<file path="config.mk">
export PLATFORM = sky130hd
export DESIGN_NAME = buffer_swap_ring_queue
export DESIGN_NICKNAME = d
export VERILOG_FILES = /design/src/design/bsrq_pkg.sv /design/src/design/bsrq_ram.sv /design/src/design/bsrq_slot_store.sv /design/src/design/buffer_swap_ring_queue.sv
export SDC_FILE = /design/constraint.sdc
export NUM_CORES = 1
export LEC_CHECK = 0
export BUFFER_PORTS_ARGS = -buffer_cell sky130_fd_sc_hd__buf_2
export CAP_MARGIN = 10
export CELL_PAD_IN_SITES_DETAIL_PLACEMENT = 1
export CELL_PAD_IN_SITES_GLOBAL_PLACEMENT = 1
export CORE_UTILIZATION = 40
export CTS_CLUSTER_SIZE = 30
export DETAILED_ROUTE_END_ITERATION = 8
export GPL_ROUTABILITY_DRIVEN = 0
export PLACE_DENSITY_LB_ADDON = 0.1
export SETUP_SLACK_MARGIN = 0.1
export SYNTH_ARGS = -nofsm -noshare
export SYNTH_HDL_FRONTEND = slang
export SYNTH_SLANG_ARGS = --single-unit
</file>
<file path="constraint.sdc">
create_clock -name clk -period 6.4 [get_ports clk]
set_input_delay 0.64 -clock clk [delete_from_list [all_inputs] [get_ports clk]]
set_output_delay 0.64 -clock clk [all_outputs]
set_load 0.01 [all_outputs]
</file>
<file path="src/design/bsrq_pkg.sv">
// ----------------------------------------------------------------------------
// bsrq_pkg
// Shared constants and types for the buffer swap ring queue: ring size,
// handle and counter widths, request and error codes, slot store command.
// ----------------------------------------------------------------------------
package bsrq_pkg;

    // Ring geometry.
    localparam int CAPACITY = 32;
    localparam int HANDLE_W = 6;
    localparam int SLOT_AW  = $clog2(CAPACITY);
    localparam int COUNT_W  = $clog2(CAPACITY + 1);

    // Request types.
    localparam logic [1:0] REQ_ENQUEUE  = 2'd0;
    localparam logic [1:0] REQ_DEQUEUE  = 2'd1;
    localparam logic [1:0] REQ_CLOSE    = 2'd2;
    localparam logic [1:0] REQ_RESERVED = 2'd3;

    // Error codes.
    localparam logic [1:0] ERR_OK            = 2'd0;
    localparam logic [1:0] ERR_ENQ_SPARE     = 2'd1;
    localparam logic [1:0] ERR_DEQ_SPARE     = 2'd2;
    localparam logic [1:0] ERR_UNKNOWN_CLOSE = 2'd3;

    // Access command from the control logic to the slot store.
    typedef struct packed {
        logic                rd_en;
        logic [SLOT_AW-1:0]  rd_addr;
        logic                wr_en;
        logic [SLOT_AW-1:0]  wr_addr;
        logic [HANDLE_W-1:0] wr_data;
    } slot_cmd_t;

endpackage

</file>
<file path="src/design/bsrq_ram.sv">
// ----------------------------------------------------------------------------
// bsrq_ram
// Generic single-clock RAM with one write port and one registered read port.
// ----------------------------------------------------------------------------
module bsrq_ram #(
    parameter int WIDTH = 8,
    parameter int DEPTH = 32
) (
    input  logic                     clk,
    input  logic                     wr_en,
    input  logic [$clog2(DEPTH)-1:0] wr_addr,
    input  logic [WIDTH-1:0]         wr_data,
    input  logic                     rd_en,
    input  logic [$clog2(DEPTH)-1:0] rd_addr,
    output logic [WIDTH-1:0]         rd_data
);

    logic [WIDTH-1:0] mem_reg [DEPTH];
    logic [WIDTH-1:0] rd_data_reg;

    // Write port.
    always_ff @(posedge clk)
    begin
        if (wr_en)
        begin
            mem_reg[wr_addr] <= wr_data;
        end
    end

    // Read port; the data holds until the next read.
    always_ff @(posedge clk)
    begin
        if (rd_en)
        begin
            rd_data_reg <= mem_reg[rd_addr];
        end
    end

    assign rd_data = rd_data_reg;

endmodule

</file>
<file path="src/design/bsrq_slot_store.sv">
// ----------------------------------------------------------------------------
// bsrq_slot_store
// Ring slot storage: a RAM plus one written flag per slot, so that a slot
// that was never written since reset reads back its own index.
// ----------------------------------------------------------------------------
module bsrq_slot_store (
    input  logic                          clk,
    input  logic                          rst_n,
    input  bsrq_pkg::slot_cmd_t           cmd,
    output logic [bsrq_pkg::HANDLE_W-1:0] rd_data
);
    import bsrq_pkg::*;

    logic [CAPACITY-1:0] written_reg;
    logic [SLOT_AW-1:0]  rd_addr_reg;
    logic [HANDLE_W-1:0] ram_q;

    bsrq_ram #(
        .WIDTH (HANDLE_W),
        .DEPTH (CAPACITY)
    ) u_ram (
        .clk     (clk),
        .wr_en   (cmd.wr_en),
        .wr_addr (cmd.wr_addr),
        .wr_data (cmd.wr_data),
        .rd_en   (cmd.rd_en),
        .rd_addr (cmd.rd_addr),
        .rd_data (ram_q)
    );

    // Written flags; reset returns every slot to its initial handle at once.
    always_ff @(posedge clk or negedge rst_n)
    begin
        if (!rst_n)
        begin
            written_reg <= '0;
        end
        else if (cmd.wr_en)
        begin
            written_reg[cmd.wr_addr] <= 1'b1;
        end
    end

    // Track the address of the data now on the RAM output.
    always_ff @(posedge clk)
    begin
        if (cmd.rd_en)
        begin
            rd_addr_reg <= cmd.rd_addr;
        end
    end

    // An unwritten slot holds its own index.
    assign rd_data = written_reg[rd_addr_reg] ? ram_q : HANDLE_W'(rd_addr_reg);

endmodule

</file>
<file path="src/design/buffer_swap_ring_queue.sv">
// ----------------------------------------------------------------------------
// buffer_swap_ring_queue
// Ring of buffer handles in which filled and free buffers are exchanged.
// ----------------------------------------------------------------------------
// Usage:
// A request (req_type, handle_present, handle_in) is taken on the input
// channel when in_valid is high and in_stall is low. Enqueue swaps the given
// handle into the ring at head plus count, dequeue swaps at the head, close
// hands a buffer back as the dequeue spare. Each request gives exactly one
// result on the output channel (handle_valid, handle_out, overflow,
// error_code, fill_level), taken when out_valid is high and out_stall low.
// The slot RAM is read at the edge that accepts a request and the slot is
// written back at the edge that completes it, which also loads the result
// and raises out_valid; the block takes no new request (in_stall high) until
// the last one completes. The output register lets the next request enter
// while a result waits; if the receiver stalls, the following request holds
// before its write-back until the output register is free.
// Reset empties the ring, restores both spares and the initial slot contents
// at once (per-slot written flags, no clearing pass), clears ignore_overflows;
// the user sets it via cfg_wr_en/cfg_wr_data only while idle (not enforced).
// ----------------------------------------------------------------------------
module buffer_swap_ring_queue (
    input  logic                          clk,
    input  logic                          rst_n,
    // Configuration
    input  logic                          cfg_wr_en,
    input  logic                          cfg_wr_data,
    // Request channel
    input  logic                          in_valid,
    output logic                          in_stall,
    input  logic [1:0]                    req_type,
    input  logic                          handle_present,
    input  logic [bsrq_pkg::HANDLE_W-1:0] handle_in,
    // Result channel
    output logic                          out_valid,
    input  logic                          out_stall,
    output logic                          handle_valid,
    output logic [bsrq_pkg::HANDLE_W-1:0] handle_out,
    output logic                          overflow,
    output logic [1:0]                    error_code,
    output logic [bsrq_pkg::COUNT_W-1:0]  fill_level
);
    import bsrq_pkg::*;

    // Control and ring state.
    logic                ignore_ovf_reg;
    logic [SLOT_AW-1:0]  head_reg,      head_next;
    logic [COUNT_W-1:0]  count_reg,     count_next;
    logic [HANDLE_W-1:0] enq_spare_reg, enq_spare_next;
    logic                enq_sv_reg,    enq_sv_next;
    logic [HANDLE_W-1:0] deq_spare_reg, deq_spare_next;
    logic                deq_sv_reg,    deq_sv_next;

    // Request held during execution.
    logic                exec_valid_reg;
    logic [1:0]          req_reg;
    logic                present_reg;
    logic [HANDLE_W-1:0] hin_reg;
    logic [SLOT_AW-1:0]  addr_reg;

    // Output register.
    logic                out_valid_reg;
    logic                hv_reg,   hv_next;
    logic [HANDLE_W-1:0] hout_reg, hout_next;
    logic                ovf_reg,  ovf_next;
    logic [1:0]          err_reg,  err_next;

    logic                accept;
    logic                done;
    logic [SLOT_AW:0]    pos_sum;
    logic [SLOT_AW-1:0]  tail_pos;
    logic [SLOT_AW-1:0]  head_inc;
    logic                slot_wr;
    logic [HANDLE_W-1:0] slot_wdata;
    logic [HANDLE_W-1:0] slot_q;
    slot_cmd_t           slot_cmd;

    assign in_stall = exec_valid_reg;
    assign accept   = in_valid && !exec_valid_reg;
    assign done     = exec_valid_reg && (!out_valid_reg || !out_stall);

    // Slot at head plus count, wrapped into the ring.
    assign pos_sum  = (SLOT_AW + 1)'(head_reg) + (SLOT_AW + 1)'(count_reg);
    assign tail_pos = (pos_sum >= (SLOT_AW + 1)'(CAPACITY))
                      ? SLOT_AW'(pos_sum - (SLOT_AW + 1)'(CAPACITY))
                      : SLOT_AW'(pos_sum);
    assign head_inc = (head_reg == SLOT_AW'(CAPACITY - 1)) ? '0 : head_reg + 1'b1;

    // Slot store access: read at acceptance, write back on completion.
    always_comb
    begin
        slot_cmd.rd_en   = accept;
        slot_cmd.rd_addr = (req_type == REQ_ENQUEUE) ? tail_pos : head_reg;
        slot_cmd.wr_en   = done && slot_wr;
        slot_cmd.wr_addr = addr_reg;
        slot_cmd.wr_data = slot_wdata;
    end

    bsrq_slot_store u_slots (
        .clk     (clk),
        .rst_n   (rst_n),
        .cmd     (slot_cmd),
        .rd_data (slot_q)
    );

    // Request execution: swap the slot and update counters and spares.
    always_comb
    begin
        head_next      = head_reg;
        count_next     = count_reg;
        enq_spare_next = enq_spare_reg;
        enq_sv_next    = enq_sv_reg;
        deq_spare_next = deq_spare_reg;
        deq_sv_next    = deq_sv_reg;
        hv_next        = 1'b0;
        hout_next      = '0;
        ovf_next       = 1'b0;
        err_next       = ERR_OK;
        slot_wr        = 1'b0;
        slot_wdata     = hin_reg;
        unique case (req_reg)
            REQ_ENQUEUE:
            begin
                if (!present_reg)
                begin
                    if (!enq_sv_reg)
                    begin
                        err_next = ERR_ENQ_SPARE;
                    end
                    else
                    begin
                        hv_next        = 1'b1;
                        hout_next      = enq_spare_reg;
                        enq_sv_next    = 1'b0;
                        enq_spare_next = '0;
                    end
                end
                else
                begin
                    hv_next   = 1'b1;
                    hout_next = slot_q;
                    slot_wr   = 1'b1;
                    if (count_reg < COUNT_W'(CAPACITY))
                    begin
                        count_next = count_reg + 1'b1;
                    end
                    else
                    begin
                        head_next = head_inc;
                        ovf_next  = !ignore_ovf_reg;
                    end
                end
            end
            REQ_DEQUEUE:
            begin
                if (count_reg != '0)
                begin
                    if (!present_reg && !deq_sv_reg)
                    begin
                        err_next = ERR_DEQ_SPARE;
                    end
                    else
                    begin
                        if (!present_reg)
                        begin
                            slot_wdata     = deq_spare_reg;
                            deq_sv_next    = 1'b0;
                            deq_spare_next = '0;
                        end
                        hv_next    = 1'b1;
                        hout_next  = slot_q;
                        slot_wr    = 1'b1;
                        count_next = count_reg - 1'b1;
                        head_next  = head_inc;
                    end
                end
            end
            REQ_CLOSE:
            begin
                if (deq_sv_reg)
                begin
                    if (present_reg)
                    begin
                        err_next = ERR_UNKNOWN_CLOSE;
                    end
                end
                else if (present_reg)
                begin
                    deq_spare_next = hin_reg;
                    deq_sv_next    = 1'b1;
                end
            end
            default:
            begin
                // Unused request type: null result, no state change.
            end
        endcase
    end

    // Control state.
    always_ff @(posedge clk or negedge rst_n)
    begin
        if (!rst_n)
        begin
            ignore_ovf_reg <= 1'b0;
            head_reg       <= '0;
            count_reg      <= '0;
            enq_spare_reg  <= HANDLE_W'(CAPACITY);
            enq_sv_reg     <= 1'b1;
            deq_spare_reg  <= HANDLE_W'(CAPACITY + 1);
            deq_sv_reg     <= 1'b1;
            exec_valid_reg <= 1'b0;
            out_valid_reg  <= 1'b0;
        end
        else
        begin
            if (cfg_wr_en)
            begin
                ignore_ovf_reg <= cfg_wr_data;
            end
            if (done)
            begin
                head_reg      <= head_next;
                count_reg     <= count_next;
                enq_spare_reg <= enq_spare_next;
                enq_sv_reg    <= enq_sv_next;
                deq_spare_reg <= deq_spare_next;
                deq_sv_reg    <= deq_sv_next;
            end
            exec_valid_reg <= accept || (exec_valid_reg && !done);
            out_valid_reg  <= done || (out_valid_reg && out_stall);
        end
    end

    // Request capture at acceptance.
    always_ff @(posedge clk)
    begin
        if (accept)
        begin
            req_reg     <= req_type;
            present_reg <= handle_present;
            hin_reg     <= handle_in;
            addr_reg    <= slot_cmd.rd_addr;
        end
    end

    // Result payload.
    always_ff @(posedge clk)
    begin
        if (done)
        begin
            hv_reg   <= hv_next;
            hout_reg <= hout_next;
            ovf_reg  <= ovf_next;
            err_reg  <= err_next;
        end
    end

    assign out_valid    = out_valid_reg;
    assign handle_valid = hv_reg;
    assign handle_out   = hout_reg;
    assign overflow     = ovf_reg;
    assign error_code   = err_reg;
    assign fill_level   = count_reg;

`ifndef NO_ASSERTIONS
    // An accepted request is executing in the next cycle.
    a_accept_exec: assert property (@(posedge clk) disable iff (!rst_n)
        (in_valid && !in_stall) |=> exec_valid_reg)
        else $error("accepted request did not reach execution");

    // The fill level never exceeds the ring size.
    a_fill_bound: assert property (@(posedge clk) disable iff (!rst_n)
        out_valid |-> (fill_level <= COUNT_W'(CAPACITY)))
        else $error("fill level above capacity");

    // Overflow only comes with a returned handle and no error.
    a_ovf_ok: assert property (@(posedge clk) disable iff (!rst_n)
        (out_valid && overflow) |-> (handle_valid && error_code == ERR_OK))
        else $error("overflow on a failed request");

    // A null result carries a zero handle.
    a_null_zero: assert property (@(posedge clk) disable iff (!rst_n)
        (out_valid && !handle_valid) |-> (handle_out == '0))
        else $error("null result with nonzero handle");
`endif

endmodule
</file>
==> results.toml <==
[routing]
first_iter_violations = 503
wl_um = 28200
avgViaCountPerCell = 5.40
final_antenna_net_count = 0
wl_per_cell_um = 24.0
drcViolationCount = 0
vias = 6342
dr.pass1.iters = 4

[yosys]
yosysTopAreaCellShare_pct = 57.8
ys_top_cells_by_count = "edfxtp_1 (222), mux2_2 (81), o22ai_1 (52)"
yosys_warnings = 0
synth.most_common_cell = "edfxtp_1"
ys_async_sr_fraction_pct = 19.9
seq_area_frac_synth_pct = 69.8
ys_seq_elements = 277
synth_cell_types = 62
yosysTopAreaCell = "edfxtp_1"
syn_nets = 763
synth_edf_count = 222
netlist_area_um2 = 11500
postSynthCellCount = 736
netlist_top_cells_area = "edfxtp_1 (58%), dfrtp_1 (11%), mux2_2 (7.9%)"
synth_area_per_cell_um2 = 15.7
ys.flop_type = "edfxtp_1"

[floorplan]
ios = 33
die_h_um = 172
die-area_um2 = 29500
core_area_um2 = 28100
die_w_um = 172
placementRows = 61
start_util_pct = 41.1

[setup_path]
critPathMaxFanout = 24
required_ns = 6.70
criticalPathCategory = "flip-flop to flip-flop"
cp.buffers_inverters = 1
cp_slowest_stage_delay_ns = 0.58
end_kind = "flip-flop"
crit_cells = 9
ff2ff_setup_slack_ns = 3.00
cp-start-kind = "flip-flop"
rr_endpoint = "u_slots.u_ram.rd_data[3]"
ff2ff_path_depth = 9
cp_cell_sequence = "ha_1 -> fa_1 -> xnor2_1 -> o21a_1 -> inv_2 -> nand2_1 -> o22ai_1 -> o21ai_0 -> and4_1"
crit_family = "compound AO/OA/AOI/OAI gates"
cp.arrival_ns = 3.70
crit_path_top_delay_cell = "nand2_1"
reg2reg_from = "head_reg[0]"

[grt]
antenna_found_initial = 1
gr-total-overflow = 0
grt_first_pass_wirelength_um = 42900
track_usage_pct = 19.9
grt_pass1_vias = 6876
grt_max_degree = 59

[timing]
setup-violations-final = 0
tightest_slew_ns = 1.04
relSlewSlack_pct = 30.6
fin_setup_tns_ns = 0
hold_viol_final = 0
slew_violations = 0
clock.fmax_mhz = 294
period_share_pct = 53.1
fin_hold_ws_ns = 0.254
fin_worst_skew_ns = 0.0180
period_needed_ns = 3.40
rsz0062_at_grt = "false"

[pwr]
swShare_pct = 30.8
power_frac_seq_pct = 41.7
internal-power_mw = 4.02
powerDensity_nw_per_um2 = 444
p_leak_nw = 4.70
clockPowerShare_pct = 30.9
power_mw = 5.82
switchingPower_mw = 1.79
combinationalPowerShare_pct = 27.4
peakVddDrop_mv = 0.208

[flow_run]
cap_viol_max_count = 0

[status]
status = "completed"

[cts]
clock_sinks = 277
cts_tree = "yes"
postCtsSetupBuffers = 0
cts_resized = 0
htree_levels = 1
cts_buffers = 30
clk_pin_slew_ns = 0.06
clk_latency_ns = 0.56
cts_buffer_depth = 3
root_buffer = "clkbuf_16"
cts_hold_buf = 0

[cells_and_area]
fin_nets = 800
drive_above_1_share_pct = 26.6
fillers = 2764
finish.utilization_pct = 46.7
largest_reg_flops = 192
diodes = 0
area_delta_synth_final_pct = 13.6

[place]
portBuffers = 32
hpwl_um = 18400

[min_path]
min_path_type = "primary input to async pin"
power by group through the flow:
stage	combinational, mW	sequential (mW)	clock (mW)
3_3_place_gp	1.58	2.45	0
4_1_cts	1.62	2.43	1.84
2_1_floorplan	1.16	2.38	0
3_5_place_dp	1.61	2.46	0
5_1_grt	1.74	2.45	1.90
6_report	1.60	2.42	1.80
worst register-to-register path: stages, from the launching register on:
cell     delay [ns]
dfrtp_1        0.47
ha_1           0.25
fa_1           0.40
xnor2_1        0.15
o21a_1         0.21
inv_2          0.07
nand2_1        0.58
o22ai_1        0.55
o21ai_0        0.24
and4_1         0.23
stage by stage:
step	instance area, µm²	setup slack [ns]	instances
floorplan	11500	3.77	736
global placement	12100	2.93	1119
detailed placement	12100	2.91	1119
CTS	13100	2.94	1174
global route	13100	2.77	1174
finish	13100	3.00	1174
layer usage:
layer  share of wire [%]  global-route usage [%]
met5                   0                       0
met4                 1.6                    4.69
met3                 3.6                    2.88
met2                  51                    35.1
met1                  44                    25.9
worst max-delay path by stage:
stage	start	end
CTS	head_reg[0]	u_slots.u_ram.rd_data[3]
global route	head_reg[0]	u_slots.u_ram.rd_data[3]
floorplan	out_stall	u_slots.u_ram.mem_reg[0][0]
global placement	req_type[1]	u_slots.u_ram.rd_data[3]
finish	head_reg[0]	u_slots.u_ram.rd_data[3]
detailed placement	req_type[1]	u_slots.u_ram.rd_data[3]
layout make-up:
type                            count  area [µm²]  area share [%]
Tap cell                          378         473            3.61
Inverter                           20        75.1           0.573
Clock buffer                       41         832            6.35
Timing Repair Buffer               37         198            1.51
Multi-Input combinational cell    407        3270            24.9
Clock inverter                     14         209            1.59
Sequential cell                   277        8050            61.4
cells in the final DEF, fill, tap and decap left out, types with 7 or more instances in the layout:
master,Yosys,layout
edfxtp_1,222,222
mux2_2,81,81
o22ai_1,52,52
dfrtp_1,50,50
nor2_1,41,41
buf_2,9,32
clkbuf_16,0,30
or2_2,24,24
mux2_1,23,23
inv_1,18,18
o21ai_0,18,18
nand2_1,17,17
o21ai_1,15,15
ha_1,10,10
a21oi_1,8,8
nor2_2,8,8
or2_1,8,8
nand3_1,7,7
mux2i_1,8,7
a21o_1,7,7
clkbuf_1,17,7
cell families (layout without fill, tap and decap cells):
family | Yosys count | after routing | share of synthesized area (%)
DFF | 277 | 277 | 69.8
and+or+nand+nor | 146 | 146 | 7.05
AOI/OAI and AO/OA | 122 | 122 | 6.68
muxes | 120 | 120 | 12.5
buffers and inverters | 52 | 112 | 1.99
adders and majority gates | 12 | 12 | 1.43
xor gates and xnor gates | 7 | 7 | 0.532
No activity file was read; power rests on OpenSTA's default activity.
